[src/rtl/dcmt_pkg.sv]
// Shared types and constants of the microsecond timebase.
package dcmt_pkg;

    localparam int CPU_WIDTH  = 10;
    localparam int TIME_WIDTH = 64;
    localparam int APB_WIDTH  = 32;
    localparam int ADDR_WIDTH = 3;

    localparam logic [0:0] REG_CYCLES_PER_US = 1'b0;

    typedef struct packed {
        logic load;
        logic step;
        logic add;
        logic out_load;
    } dcmt_cmd_t;

    typedef struct packed {
        logic prime;
    } dcmt_status_t;

endpackage

[src/rtl/dcmt_ctrl.sv]
// Controller state machine that sequences request intake, division and result hand-off.
module dcmt_ctrl
    import dcmt_pkg::*;
#(
    parameter int TICK_WIDTH = 24
) (
    input  logic         aclk,
    input  logic         aresetn,
    input  logic         s_tvalid,
    output logic         s_tready,
    output logic         m_tvalid,
    input  logic         m_tready,
    input  dcmt_status_t status,
    output dcmt_cmd_t    cmd
);

    localparam int DW = ((TICK_WIDTH > CPU_WIDTH) ? TICK_WIDTH : CPU_WIDTH) + 1;
    localparam int CW = $clog2(DW);
    localparam logic [CW-1:0] LAST_STEP = CW'(DW - 1);

    typedef enum logic [1:0] {
        ST_IDLE,
        ST_DIV,
        ST_ADD,
        ST_DONE
    } state_t;

    state_t        state_reg, state_next;
    logic [CW-1:0] count_reg, count_next;
    logic          m_tvalid_reg, m_tvalid_next;
    logic          out_free;

    assign out_free = !m_tvalid_reg || m_tready;
    assign s_tready = (state_reg == ST_IDLE);
    assign m_tvalid = m_tvalid_reg;

    always_comb begin
        state_next    = state_reg;
        count_next    = count_reg;
        m_tvalid_next = m_tvalid_reg && !m_tready;
        cmd           = '0;
        case (state_reg)
            ST_IDLE: begin
                if (s_tvalid) begin
                    cmd.load   = 1'b1;
                    count_next = '0;
                    state_next = status.prime ? ST_DONE : ST_DIV;
                end
            end
            ST_DIV: begin
                cmd.step   = 1'b1;
                count_next = count_reg + 1'b1;
                if (count_reg == LAST_STEP) begin
                    state_next = ST_ADD;
                end
            end
            ST_ADD: begin
                cmd.add    = 1'b1;
                state_next = ST_DONE;
            end
            ST_DONE: begin
                if (out_free) begin
                    cmd.out_load  = 1'b1;
                    m_tvalid_next = 1'b1;
                    state_next    = ST_IDLE;
                end
            end
            default: begin
                state_next = ST_IDLE;
            end
        endcase
    end

    always_ff @(posedge aclk) begin
        if (!aresetn) begin
            state_reg    <= ST_IDLE;
            count_reg    <= '0;
            m_tvalid_reg <= 1'b0;
        end else begin
            state_reg    <= state_next;
            count_reg    <= count_next;
            m_tvalid_reg <= m_tvalid_next;
        end
    end

endmodule

[src/rtl/dcmt_datapath.sv]
// Datapath with the timebase state, a bit-serial divider and the result register.
module dcmt_datapath
    import dcmt_pkg::*;
#(
    parameter int TICK_WIDTH = 24
) (
    input  logic                  aclk,
    input  logic                  aresetn,
    input  logic [TICK_WIDTH-1:0] tick_sample,
    input  logic                  restart,
    input  logic [CPU_WIDTH-1:0]  cycles_per_us,
    input  dcmt_cmd_t             cmd,
    output dcmt_status_t          status,
    output logic [TIME_WIDTH-1:0] time_us,
    output logic                  first_sample
);

    localparam int DW = ((TICK_WIDTH > CPU_WIDTH) ? TICK_WIDTH : CPU_WIDTH) + 1;

    logic                  primed_reg;
    logic [TICK_WIDTH-1:0] last_tick_reg;
    logic [CPU_WIDTH-1:0]  carry_reg;
    logic [TIME_WIDTH-1:0] time_reg;
    logic [CPU_WIDTH-1:0]  div_reg;
    logic [CPU_WIDTH-1:0]  rem_reg;
    logic [DW-1:0]         quo_reg;
    logic                  first_reg;
    logic [TIME_WIDTH-1:0] out_time_reg;
    logic                  out_first_reg;

    logic [TICK_WIDTH-1:0] elapsed;
    logic [DW-1:0]         total;
    logic [CPU_WIDTH:0]    trial;
    logic [CPU_WIDTH:0]    diff;
    logic                  fits;
    logic [CPU_WIDTH-1:0]  rem_next;
    logic [CPU_WIDTH-1:0]  div_eff;

    assign status.prime = restart || !primed_reg;

    assign elapsed = last_tick_reg - tick_sample;
    assign total   = DW'(carry_reg) + DW'(elapsed);
    assign div_eff = (cycles_per_us == '0) ? CPU_WIDTH'(1) : cycles_per_us;

    // One restoring division step: bring down the next dividend bit.
    assign trial    = {rem_reg, quo_reg[DW-1]};
    assign diff     = trial - {1'b0, div_reg};
    assign fits     = (trial >= {1'b0, div_reg});
    assign rem_next = fits ? diff[CPU_WIDTH-1:0] : trial[CPU_WIDTH-1:0];

    assign time_us      = out_time_reg;
    assign first_sample = out_first_reg;

    always_ff @(posedge aclk) begin
        if (!aresetn) begin
            primed_reg    <= 1'b0;
            last_tick_reg <= '0;
            carry_reg     <= '0;
            time_reg      <= '0;
        end else begin
            if (cmd.load) begin
                last_tick_reg <= tick_sample;
                primed_reg    <= 1'b1;
                if (restart) begin
                    carry_reg <= '0;
                    time_reg  <= '0;
                end
            end
            if (cmd.add) begin
                time_reg  <= time_reg + TIME_WIDTH'(quo_reg);
                carry_reg <= rem_reg;
            end
        end
    end

    always_ff @(posedge aclk) begin
        if (cmd.load) begin
            first_reg <= status.prime;
            div_reg   <= div_eff;
            rem_reg   <= '0;
            quo_reg   <= total;
        end
        if (cmd.step) begin
            rem_reg <= rem_next;
            quo_reg <= {quo_reg[DW-2:0], fits};
        end
        if (cmd.out_load) begin
            out_time_reg  <= time_reg;
            out_first_reg <= first_reg;
        end
    end

endmodule

[src/rtl/downcounter_to_microsecond_timebase.sv]
// Top level of the microsecond timebase: ports, configuration register and the two halves.
//
//   Channel   Direction  Moves                          Handshake
//   s_        in         tick sample, restart flag      tvalid / tready
//   m_        out        microsecond time, first flag   tvalid / tready
//   APB       in         cycles_per_us register         psel / penable
//
// A priming request goes from intake straight to the hand-off and skips the
// divider. Any other request passes through intake, one divider step per
// dividend bit (one more than the wider of TICK_WIDTH and cycles_per_us), one
// 64-bit add and the hand-off, in that order. No new request is taken until
// the hand-off is done, and the hand-off waits while the output register is
// still held by m_tready low. Reset clears the state and sets cycles_per_us
// to one.
module downcounter_to_microsecond_timebase
    import dcmt_pkg::*;
#(
    parameter int TICK_WIDTH = 24
) (
    input  logic                          aclk,
    input  logic                          aresetn,
    input  logic                          s_tvalid,
    output logic                          s_tready,
    input  logic [((TICK_WIDTH+7)/8)*8-1:0] s_tdata,  // tick_sample
    input  logic                          s_tuser,  // restart
    output logic                          m_tvalid,
    input  logic                          m_tready,
    output logic [TIME_WIDTH-1:0]         m_tdata,  // time_us
    output logic                          m_tuser,  // first_sample
    input  logic                          psel,
    input  logic                          penable,
    input  logic                          pwrite,
    input  logic [ADDR_WIDTH-1:0]         paddr,
    input  logic [APB_WIDTH-1:0]          pwdata,
    output logic [APB_WIDTH-1:0]          prdata,
    output logic                          pready
);

    logic [CPU_WIDTH-1:0] cpu_reg;
    logic                 cfg_write;
    logic                 cfg_hit;
    dcmt_cmd_t            cmd;
    dcmt_status_t         status;

    assign pready    = 1'b1;
    assign cfg_hit   = (paddr[2:2] == REG_CYCLES_PER_US);
    assign cfg_write = psel && penable && pwrite && pready;
    assign prdata    = cfg_hit ? APB_WIDTH'(cpu_reg) : '0;

    always_ff @(posedge aclk) begin
        if (!aresetn) begin
            cpu_reg <= CPU_WIDTH'(1);
        end else if (cfg_write && cfg_hit) begin
            cpu_reg <= pwdata[CPU_WIDTH-1:0];
        end
    end

    dcmt_ctrl #(
        .TICK_WIDTH(TICK_WIDTH)
    ) u_ctrl (
        .aclk     (aclk),
        .aresetn  (aresetn),
        .s_tvalid (s_tvalid),
        .s_tready (s_tready),
        .m_tvalid (m_tvalid),
        .m_tready (m_tready),
        .status   (status),
        .cmd      (cmd)
    );

    dcmt_datapath #(
        .TICK_WIDTH(TICK_WIDTH)
    ) u_datapath (
        .aclk          (aclk),
        .aresetn       (aresetn),
        .tick_sample   (s_tdata[TICK_WIDTH-1:0]),
        .restart       (s_tuser),
        .cycles_per_us (cpu_reg),
        .cmd           (cmd),
        .status        (status),
        .time_us       (m_tdata),
        .first_sample  (m_tuser)
    );

endmodule
[config.mk]
export PLATFORM = sky130hd
export DESIGN_NAME = downcounter_to_microsecond_timebase
export DESIGN_NICKNAME = d
export VERILOG_FILES = /design/src/rtl/dcmt_pkg.sv /design/src/rtl/dcmt_ctrl.sv /design/src/rtl/dcmt_datapath.sv /design/src/rtl/downcounter_to_microsecond_timebase.sv
export SDC_FILE = /design/constraint.sdc
export NUM_CORES = 1
export LEC_CHECK = 0
export ABC_AREA = 1
export BUFFER_PORTS_ARGS = -buffer_cell sky130_fd_sc_hd__buf_4
export CELL_PAD_IN_SITES_DETAIL_PLACEMENT = 1
export CELL_PAD_IN_SITES_GLOBAL_PLACEMENT = 1
export CORE_UTILIZATION = 47
export DETAILED_ROUTE_END_ITERATION = 7
export HOLD_SLACK_MARGIN = 0.12
export MAX_ROUTING_LAYER = met4
export PLACE_DENSITY = 0.91
export SETUP_SLACK_MARGIN = 0.05
export SLEW_MARGIN = 20
export SYNTH_ARGS = -nofsm -noshare
export SYNTH_HDL_FRONTEND = slang
export SYNTH_SLANG_ARGS = --single-unit
[constraint.sdc]
create_clock -name aclk -period 7.2 [get_ports aclk]
set_clock_uncertainty 0.05 [all_clocks]
set_input_delay 0.72 -clock aclk [delete_from_list [all_inputs] [get_ports aclk]]
set_output_delay 0.72 -clock aclk [all_outputs]
set_load 0.005 [all_outputs]
# == Word-level counts from Yosys, hierarchy flattened ==
# Index checks and enable logic that the tools add are counted.
# Widths: inputs -> output; s select.
# word_totals
register_bits,228
latchBits,0
ram_bits,0
romBits,0
input_bits,67
out_inout_bits,100
wordCells,73
n_memories,0
# op_classes
addsub,5
mul,0
div,0
magnitude_cmp,1
n_eq_ne,7
shift,0
muxes,27
bitwise,1
n_reduce_logical,18
# op_table
cell,count
$mux 64,3
$mux 10,7
$add 64x25->64,1
$mux 25,2
$add 10x24->25,1
$sub 24x24->24,1
$ge 11x10->1,1
$logic_not 10->1,1
$pmux 5 s2,1
$sub 10x10->10,1
$mux 1,8
$mux 2,4
$pmux 2 s4,1
$reduce_bool 2->1,4
$add 5x1->5 const B,1
$eq 5x5->1 const B,1
$mux 5,1
$eq 2x2->1 const B,2
$logic_and 1x1->1,4
$ne 2x1->1 const B,2
$reduce_and 2->1,2
$logic_not 1->1,3
$reduce_and 3->1,1
$eq 2x1->1 const B,1
4 further kinds,5

# == Depth between registers and ports, before layout ==
# Gate-level depths: netlist (run 1).
# depth
word_depth,5
ltp_mapped,22
mapped_depth_nobuf,22

# == By module ==
# A second synthesis (run 1) with hierarchy kept.
# hier_totals
hier_cells,1896
area_unflattened_um2,14138.6
# by_module_without_submodules
module,instances,cells_per_inst,area_each_um2,seq_area_each_um2
dcmt_datapath,1,1709,12913.6,5315.1
downcounter_to_microsecond_timebase,1,112,718.2,200.2
dcmt_ctrl,1,75,506.7,160.2

# == Worst setup path before layout (run 1) ==
# No wires, ideal clock.
# synth_path
path_type,input to register
start,in m_tready
end,"reg u_datapath.out_first_reg, in the netlist u_datapath.first_sample, enable pin"
setup_time_ns,0.509
arrival_time_ns,3.899
t_required_ns,6.641
path_slack_ns,2.741
path_stages,2
path_buffers,0
path_cell_list,inv_1 a21oi_1
# synth_lines
element,line_no,rtl
start: declaration,downcounter_to_microsecond_timebase.sv:27,"input logic m_tready,"
end signal: assignment,dcmt_datapath.sv:89,out_first_reg <= first_reg;
end: declaration,dcmt_datapath.sv:29,logic out_first_reg;

# == Final worst setup path (run 1) ==
# layout_path
start,reg u_datapath.last_tick_reg[0]
end,reg u_datapath.quo_reg[21] (data pin)
# layout_via
elab_chain_cells,4
# layout_lines
element,line_no,rtl
start: declaration,dcmt_datapath.sv:21,logic [TICK_WIDTH-1:0] last_tick_reg;
start signal: assignment,dcmt_datapath.sv:62,last_tick_reg <= tick_sample;
$sub 24x24->24,dcmt_datapath.sv:41,assign elapsed = last_tick_reg - tick_sample;
$add 10x24->25,dcmt_datapath.sv:42,assign total = DW'(carry_reg) + DW'(elapsed);
$mux 25,dcmt_datapath.sv:77,if (cmd.load) begin
$mux 25,dcmt_datapath.sv:83,if (cmd.step) begin
end signal: assignment,dcmt_datapath.sv:81,quo_reg <= total;
end signal: assignment,dcmt_datapath.sv:85,"quo_reg <= {quo_reg[DW-2:0], fits};"
end: declaration,dcmt_datapath.sv:26,logic [DW-1:0] quo_reg;
# Every way passes these cells. The select of a mux whose other input is x is not followed.
# A chain may end at the register's enable or synchronous reset.

==> results of run 1 <==
worst max-delay path: stages, from the launching register on:
cell and delay [ns]:
dfxtp_1 0.30, inv_1 0.08, ha_1 0.20, inv_1 0.11, fa_1 0.45, nand3_1 0.10, nand3_1 0.14, nand2_1 0.09
nand2_1 0.08, xor2_1 0.16, ha_1 0.40, nand2_1 0.08, nor3_1 0.21, nand3_1 0.10, nand2_1 0.12, nand2_1 0.08
nand2_1 0.08, nand2_1 0.09, nor2_2 0.26, nand4_1 0.13, nand3_1 0.14, nand2_1 0.07
area by class of cell:
type	count	area [sq um]	area share
clock buffer	40	774	0.0498
timing repair buffer	125	938	0.0604
clock inverter	8	73.8	0.00475
inverter	248	932	0.0600
tap	378	473	0.0304
sequential	228	5680	0.365
multi-input combinational	1269	6670	0.429
kinds of logic after synthesis:
| logic type | count (synthesis) | share of synthesized area |
|---|---|---|
| other cells | 2 | 0.000554 |
| compound gates | 341 | 0.138 |
| buf+inv | 318 | 0.0956 |
| flops | 228 | 0.419 |
| simple gates | 808 | 0.260 |
| xor+xnor | 19 | 0.0123 |
| fa+ha+maj | 78 | 0.0743 |
routing by layer:
layer  share of wire  vias up  wire length [um]
met4           0.022        0               840
met1            0.42     6021             16300
li1                -     6103                 -
met2            0.53      228             20400
met5               0        -                 0
met3           0.034       58              1300
cell usage in the layout (no fill, tap or decap), drive strengths merged, types with 3 or more instances in the layout:
cell type / Yosys / final
ha: 74 / 74
a21oi: 172 / 172
o21ai: 114 / 114
fa: 4 / 4
buf: 32 / 125
a31oi: 9 / 9
dfxtp: 117 / 117
inv: 246 / 247
a211oi: 4 / 4
o21a: 4 / 4
nor3: 30 / 30
o21bai: 8 / 8
a22oi: 7 / 7
clkbuf: 38 / 40
nand4: 27 / 27
xnor2: 3 / 3
o211ai: 3 / 3
a21o: 12 / 12
edfxtp: 111 / 111
o31ai: 4 / 4
conb: 2 / 23
or2: 15 / 15
nor2: 161 / 161
nand2: 447 / 447
xor2: 16 / 16
nand3: 108 / 108
clkinv: 2 / 6
nor4: 14 / 14
how the worst min path moves through the flow:
stage / startpoint / endpoint / slack (ns) / depth (start not counted)
2_1_floorplan: u_datapath.first_reg$_DFFE_PP_ / u_datapath.first_sample$_DFFE_PP_ / 0.35 / 0
3_3_place_gp: u_datapath.first_reg$_DFFE_PP_ / u_datapath.first_sample$_DFFE_PP_ / 0.35 / 0
3_5_place_dp: u_datapath.first_reg$_DFFE_PP_ / u_datapath.first_sample$_DFFE_PP_ / 0.36 / 0
4_1_cts: pwdata[0] / cpu_reg[0]$_SDFFE_PN1P_ / 0.35 / 3
5_1_grt: pwdata[0] / cpu_reg[0]$_SDFFE_PN1P_ / 0.37 / 3
6_report: pwdata[0] / cpu_reg[0]$_SDFFE_PN1P_ / 0.36 / 3
power groups by stage:
stage	Clock (W)	Combinational [W]	Sequential (W)
after floorplan	0	0.00184	0.00192
after global placement	0	0.00236	0.00198
final	0.00131	0.00257	0.00198
after detailed placement	0	0.00252	0.00200
after CTS	0.00134	0.00257	0.00198
after global routing	0.00138	0.00288	0.00201
per-stage QoR:
| step | instances | power [W] |
|---|---|---|
| after floorplan | 1815 | 0.00375 |
| after global placement | 2248 | 0.00434 |
| after detailed placement | 2248 | 0.00452 |
| after CTS | 2296 | 0.00588 |
| after global routing | 2296 | 0.00627 |
| final | 2296 | 0.00586 |
==> run summary, run 1 <==
TritonCTS built the clock tree. The height of the chip came out at 172 um. Gates resized during post-CTS repair numbered 0. The average instance in the mapped netlist occupies 7.55 sq um.

The run gives 0 as the number of antenna violations at the first check in global routing. The most congested layer reported by global routing is met2. The die is 172 um wide. The run gives 0 as the count of yosys warnings during synthesis.

The classification of the worst setup path is reg -> reg. The logs give 61 for the floorplan row count and 0.419 for the sequential fraction of the synthesis area. The detail route stage leaves a number of antenna-violating nets equal to 0. The switching power summed over all nets is 0.00249 W, and the final critical path time including I/O delays and setup is 3.79 ns. At the end of the flow, the number of nets in the layout was 2043. In this run, the number of DRC markers left after iteration 0 of detailed routing was 665.

For the antenna diode count, the log shows 0. The dominant cell type by area after synthesis was edfxtp_1. The floorplan step defined a core boundary enclosing 28100 sq um. After detailed routing, the average wire length per cell comes to 16.9 um. The tools report the part of the power in combinational logic as 0.439.

Setup violations remaining at the end of the flow were counted as 0. The run gives 0.338 as the relative contribution of sequential cells to total power. The met3 routing resource usage after global routing is 0.0292, and the worst endpoint data arrival time is 4.01 ns.

The post-route clock period utilization is 0.526, and the register bit count reported by yosys is 228. The logic depth of the worst register-to-register path is 21, and the boundary pin count is 167. The logs give 0 ns for the aggregate negative setup slack and 264 MHz for the top achievable clock speed. The run gives 0.185 mV as the largest vdd supply drop. Relative slew slack: 0.455. Setup slack on the worst reg-to-reg path comes out at 3.41 ns. The congestion estimate from routability-driven global placement came to 0.871. The share of post-route cells with drive strength above 1 came out at 0.128.

The power density relative to cell area is 377 nW/um^2, and the proportion of synthesized flip-flops having asynchronous set or reset is 0. The post-CTS clock slew at the launch and capture registers of the worst setup and hold paths came out at 0.06 ns. The run gives 0.482 as the effective utilization at floorplan. STA classifies the critical path startpoint as a flip-flop.

The total leakage power was 6.80 nW; the first-pass iteration count of the detailed router was 5. The wire length of the first global-routing pass is 63000 um. The tools report the startpoint of the lowest-slack register-to-register path as u_datapath.last_tick_reg[0]$_SDFFE_PN0P_. The run gives 7.43 ns as the endpoint required time on the critical path.

The clock network power share is 0.223, and the switching part of the total power is 0.426. For the pre-CTS setup slack, the log shows 3.00 ns. Counting instances in the post-synthesis netlist gives the leading cell types as 423 x nand2_1, 238 x inv_1, 169 x a21oi_1, 152 x nor2_1, 117 x dfxtp_1.

The tree is rooted in a clkbuf_16. Synthesis produced a netlist whose cell count is 1794. In this run the worst setup path terminates at u_datapath.quo_reg[21]$_DFFE_PP_. The total of fill cells in the finished design is 3585, and the met2 global-route usage is 0.512. Wires add up to 38800 um. The post-detailed-route via-to-cell ratio came out at 5.41.

For the detailed-route DRC error count, the log shows 0. Buffers inserted to repair hold after CTS numbered 0. The netlist area before placement is 13500 sq um, and the max capacitance violation total is 0.

The utilization of the core after routing was 0.553. The capturing element type of the critical path is a flip-flop. In this run the worst path has a maximum fanout of 6.

nand2_1 is the most common cell in the netlist. The routed layout has 12400 vias. On the final layout, the worst hold slack is 0.360 ns. For the clock network latency to the later pin of the worst-skew pair, the log shows 0.54 ns. For the post-synthesis cell type count, the log shows 54.

The critical path startpoint was u_datapath.last_tick_reg[0]$_SDFFE_PN0P_. The logs give 29500 sq um for the full die area and 1 for the total number of H-tree levels. Setup slack on the critical path of the routed design comes to 3.41 ns. The all-layer global routing usage was 0.274; the relative area change from synthesis to final layout was 14.7%. The area of all placed cells without fillers is 15500 sq um. The number of enable flip-flop cells after synthesis was 111; the overall overflow remaining after global route was 0. By area the synthesized netlist is led by edfxtp_1 25%, dfxtp_1 17%, nand2_1 12%. Setup repair after global routing left no endpoint under its margin. The HPWL after detailed placement is 29200 um. Summing all placed instances gives a cell area of 14700 sq um. The class of the worst hold path was in -> reg. The total of buffers placed on input and output ports came out at 119. Post-CTS timing repair inserted 0 buffers for setup.

The run gives 228 as the clock sink count. The internal power of the cells totals 0.00337 W. For the pin with the worst max-slew slack, the measured transition is 0.813 ns. The via count of the first global-routing pass was 12800; the maximum clock insertion buffer count was 3.

Number of buffers created by CTS: 26. The final hold violation count is 0, and the met1 usage is 0.310. The most used flip-flop cell after synthesis is dfxtp_1. The destination of the worst register-to-register timing path was u_datapath.quo_reg[21]$_DFFE_PP_. For the maximum number of pins on one net before global-route repair, the log shows 69. The flow ran to the end, and the final reports show no timing, DRC or antenna violations.

The run gives 0 as the total count of max-transition violations in the final report. The portion of synthesized cell area occupied by the leading cell type is 0.246.
(Power assumes the default switching activity.)
==> inputs of run 2 (changes only) <==
--- a/config.mk
+++ b/config.mk
@@ -5,15 +5,15 @@
 export SDC_FILE = /design/constraint.sdc
 export NUM_CORES = 1
 export LEC_CHECK = 0
-export ABC_AREA = 1
+export ABC_AREA = 0
 export BUFFER_PORTS_ARGS = -buffer_cell sky130_fd_sc_hd__buf_4
 export CELL_PAD_IN_SITES_DETAIL_PLACEMENT = 1
 export CELL_PAD_IN_SITES_GLOBAL_PLACEMENT = 1
-export CORE_UTILIZATION = 47
+export CORE_UTILIZATION = 41
 export DETAILED_ROUTE_END_ITERATION = 7
 export HOLD_SLACK_MARGIN = 0.12
 export MAX_ROUTING_LAYER = met4
-export PLACE_DENSITY = 0.91
+export PLACE_DENSITY = 0.81
 export SETUP_SLACK_MARGIN = 0.05
 export SLEW_MARGIN = 20
 export SYNTH_ARGS = -nofsm -noshare
==> constraint.sdc (replaced) <==
create_clock -name aclk -period 3.15 [get_ports aclk]
set_clock_uncertainty 0.05 [all_clocks]
set_input_delay 0.315 -clock aclk [delete_from_list [all_inputs] [get_ports aclk]]
set_output_delay 0.315 -clock aclk [all_outputs]
set_load 0.005 [all_outputs]
==> run 2 against run 1 <==
Net effect: the flow now finishes with violations (setup timing); register-to-register slack worse by 4.2 ns; via count is 12% lower; global-route usage is 4.1 points lower; count of clock-buffer cells in the layout is 9 lower; fmax is 3.0% lower; sequential power is 130% higher.
==> run summary, run 2 <==
In this run the critical register-to-register path is captured at u_datapath.quo_reg[20]$_DFFE_PP_. The wire length of the first global-routing pass was 58000 um; the total number of H-tree levels was 1. Area of all placed cells without fillers: 16600 sq um. The via count of the first global-routing pass was 11400; the largest vdd supply drop was 0.470 mV. The post-detailed-route via-to-cell ratio was 5.52; the number of cells on the worst hold path was 3. Max capacitance violation total: 0. The worst register-to-register path begins at u_datapath.last_tick_reg[0]$_SDFFE_PN0P_.

Root buffer cell: clkbuf_16. In this run, distinct cell masters in the synthesized netlist total 98. The overall power of the completed layout is 0.0141 W. The count of routing violations after the opening detailed-route iteration was 535. In the synthesized netlist, the number of instances is 1316. The post-route clock period utilization was 1.24. After detailed routing, the number of remaining DRC violations is 0.

The final hold violation count was 0; the register bit count reported by yosys was 228. The logs give 0.00868 W for the cell-internal power and 55 for the maximum number of pins on one net before global-route repair. Summing over every cut layer, the via total after detailed routing is 11000. The analysis attributes to net switching a power of 0.00542 W.

The run gives 0.418 as the effective utilization at floorplan. The layout has 3384 filler cells. In this run the most critical hold path is launched from m_tready. The horizontal extent of the die works out to 179 um.

By startpoint and endpoint, the worst setup path is classified as reg -> reg. The most used flip-flop cell after synthesis was dfxtp_1. Derived from the worst setup path, the maximum achievable clock frequency is 256 MHz. The detail route stage leaves a number of antenna-violating nets equal to 0.

The setup-violating endpoint count in the final report is 19. The min-delay analysis places its worst path in the category in -> reg. In the final layout, flip-flops and latches occupy 5680 sq um. Power density relative to cell area: 851 nW/um^2.

For the sequential fraction of the synthesis area, the log shows 0.444. For the full die area, the log shows 31900 sq um. The run finished, with violations left. The relative area change from synthesis to final layout is 29.8%. The logs give 24900 um for the placed wire-length estimate after detailed placement and 0.459 for the part of the power in combinational logic.

The capturing element type of the critical path was a flip-flop. The clock network power share was 0.224; the switching part of the total power was 0.385. The number of cells on the worst reg-to-reg path is 18. A synthesized cell averages 9.71 sq um.

TritonCTS built the clock tree. Dividing the detail-routed wire length by the instance count gives 19.1 um. Counting instances in the post-synthesis netlist gives the leading cell types as 176 x nand2_1, 117 x dfxtp_1, 111 x edfxtp_1, 74 x ha_1, 70 x a21oi_1.

Overall overflow remaining after global route: 0. At the worst endpoint, the required time is 3.48 ns. The clock reaches the later pin of the worst-skew pair after 0.54 ns.

The final layout contains routed wiring with a total length of 38000 um. Clock tree synthesis inserted a total of 26 buffers. The setup slack after layout was -0.753 ns; the mux cell area share after synthesis was 0.0229.

The height of the chip is 179 um, and the number of enable flip-flop cells after synthesis is 111. The number of antenna violations at the first check in global routing came out at 0. The share of post-route cells with drive strength above 1 works out to 0.255. The post-synthesis compound-gate area fraction is 0.173. Total of buffers placed on input and output ports: 119.

Walking the worst path, the cells encountered are inv_2 > ha_4 > inv_2 > fa_2 > a211oi_4 > o21bai_2 > a21oi_2 > o21bai_1 > a21oi_2 > xnor2_1 > ha_2 > nand2_2 > o41ai_4 > nand2_2 > nor4_4 > nand4bb_4 > or4_4 > o211ai_1. The Yosys step of the flow raised 0 warnings. The dominant cell type by area after synthesis was edfxtp_1.

The maximum cell stage delay along the critical path works out to 0.52 ns. The number of nets in the layout came out at 1719. The logs give 0.865 for the final weighted congestion in routability-driven placement and -0.75 ns for the worst reg-to-reg setup slack. The multi-input combinational cells in the finished layout cover a total of 6920 sq um.

The tools report the maximum clock insertion buffer count as 3. Most common library cell in the layout ignoring fill and taps: buf_4. The fraction of the mapped netlist area in simple logic gates came out at 0.175. Leaving out fill and tap cells, the most frequent cells in the layout are 246 x buf_4, 173 x nand2_1, 115 x dfxtp_1. Setup repair after global routing could not meet its margin everywhere.

The highest-delay cell along the critical path was or4_4. The arithmetic-cell share of the synthesized area counting full adders, half adders and majority gates was 0.0788. The XOR/XNOR share of the synthesized area was 0.0505. The clock sink count was 228. The tightest hold path in the finished design has a slack of 0.138 ns. In this run the count of I/O pins placed on the die edge is 167. By area the synthesized netlist is led by edfxtp_1 26%, dfxtp_1 18%, ha_1 7.2%. After floorplanning, the core was sized to cover 30600 sq um. The floorplan has 64 rows. The proportion of synthesized flip-flops having asynchronous set or reset was 0. By area, the combinational part of the netlist is dominated by simple AND/OR/NAND/NOR gates.

The relative slew slack is 0.502, and the relative contribution of sequential cells to total power is 0.317. By instance count, the leading cell after synthesis is nand2_1. The utilization of the core after routing was 0.542. The total count of max-transition violations in the final report is 0. The kind of start point of the critical path is a flip-flop. The cell area that synthesis handed to floorplanning was 12800 sq um.

The transition time at the pin with the least slew margin is 0.741 ns, and the largest fanout on the critical path is 3. For this design the static power due to leakage is 6.95 nW. The antenna diode count is 0, and the final critical path time including I/O delays and setup is 3.90 ns. The portion of synthesized cell area occupied by the leading cell type is 0.261.

The path with the worst hold slack has its endpoint at u_ctrl.m_tvalid$_SDFF_PN0_. Clock-pin slew was measured on the worst setup and hold paths at 0.06 ns. At the worst endpoint, the arrival time is 4.23 ns. The placed instances occupy a cell area of 14700 sq um. The checks that failed: setup timing. The first detailed-routing pass took 6 iterations.

For the all-layer global routing usage, the log shows 0.233.
[run 2: cells by family after synthesis]
kind of cell               after synthesis
and+or+nand+nor                        439
AOI/OAI and AO/OA                      320
DFF                                    228
buffers and inverters                  151
adders and majority gates               78
xor gates and xnor gates                69
muxes                                   29
other                                    2
[run 2: how the worst max path moves through the flow]
stage | start | endpoint | slack, ns
final | u_datapath.last_tick_reg[0]$_SDFFE_PN0P_ | u_datapath.quo_reg[20]$_DFFE_PP_ | -0.75
after global placement | s_tdata[1] | u_datapath.quo_reg[20]$_DFFE_PP_ | -0.67
after CTS | u_datapath.last_tick_reg[0]$_SDFFE_PN0P_ | u_datapath.quo_reg[21]$_DFFE_PP_ | -0.58
after global routing | u_datapath.last_tick_reg[0]$_SDFFE_PN0P_ | u_datapath.quo_reg[23]$_DFFE_PP_ | -0.96
after detailed placement | s_tdata[1] | u_datapath.quo_reg[20]$_DFFE_PP_ | -0.79
after floorplan | u_datapath.last_tick_reg[0]$_SDFFE_PN0P_ | u_datapath.quo_reg[22]$_DFFE_PP_ | -0.49
[run 2: cell type report]
type | instances | share of cell area
Multi-Input combinational cell | 958 | 0.417
Sequential cell | 228 | 0.343
Timing Repair Buffer | 292 | 0.141
Clock buffer | 31 | 0.0410
Tap cell | 396 | 0.0299
Inverter | 68 | 0.0155
Clock inverter | 17 | 0.0129
[run 2: timing repair]
item,in CTS,in global routing
gates resized for setup,40,56
hold endpoints to repair,35,0
pin swaps,15,32
hold buffers,36,0
setup endpoints to repair,25,61
buffers inserted,12,16
[run 2: per-layer routing]
metal | GRT usage | vias to the layer above | share of wire
met2 | 0.408 | 229 | 0.51
li1 | - | 5198 | -
met3 | 0.0288 | 76 | 0.028
met4 | 0.0621 | 0 | 0.026
met1 | 0.281 | 5478 | 0.43
met5 | - | - | 0
[run 2: worst max-delay path: cells and delay by family, from the launching register on]
kind / cells / cell delay, ns
compound gates: 7 / 1.22
xor+xnor: 1 / 0.09
fa+ha+maj: 3 / 0.87
buf+inv: 2 / 0.09
flops: 1 / 0.32
simple gates: 5 / 1.08
[run 2: power groups by stage]
| stage | clock, W | combinational (W) | sequential (W) |
|---|---|---|---|
| floorplan | 0 | 0.00383 | 0.00431 |
| global placement | 0 | 0.00538 | 0.00448 |
| detailed placement | 0 | 0.00567 | 0.00452 |
| CTS | 0.00322 | 0.00598 | 0.00446 |
| global route | 0.00333 | 0.00708 | 0.00453 |
| finish | 0.00316 | 0.00647 | 0.00447 |
[run 2: per-stage QoR]
stage | cells | worst slack [ns] | TNS (ns)
2_1_floorplan | 1337 | -0.495 | -2.92
3_3_place_gp | 1883 | -0.666 | -7.00
3_5_place_dp | 1883 | -0.791 | -9.73
4_1_cts | 1978 | -0.580 | -7.14
5_1_grt | 1990 | -0.958 | -13.38
6_report | 1990 | -0.753 | -10.13
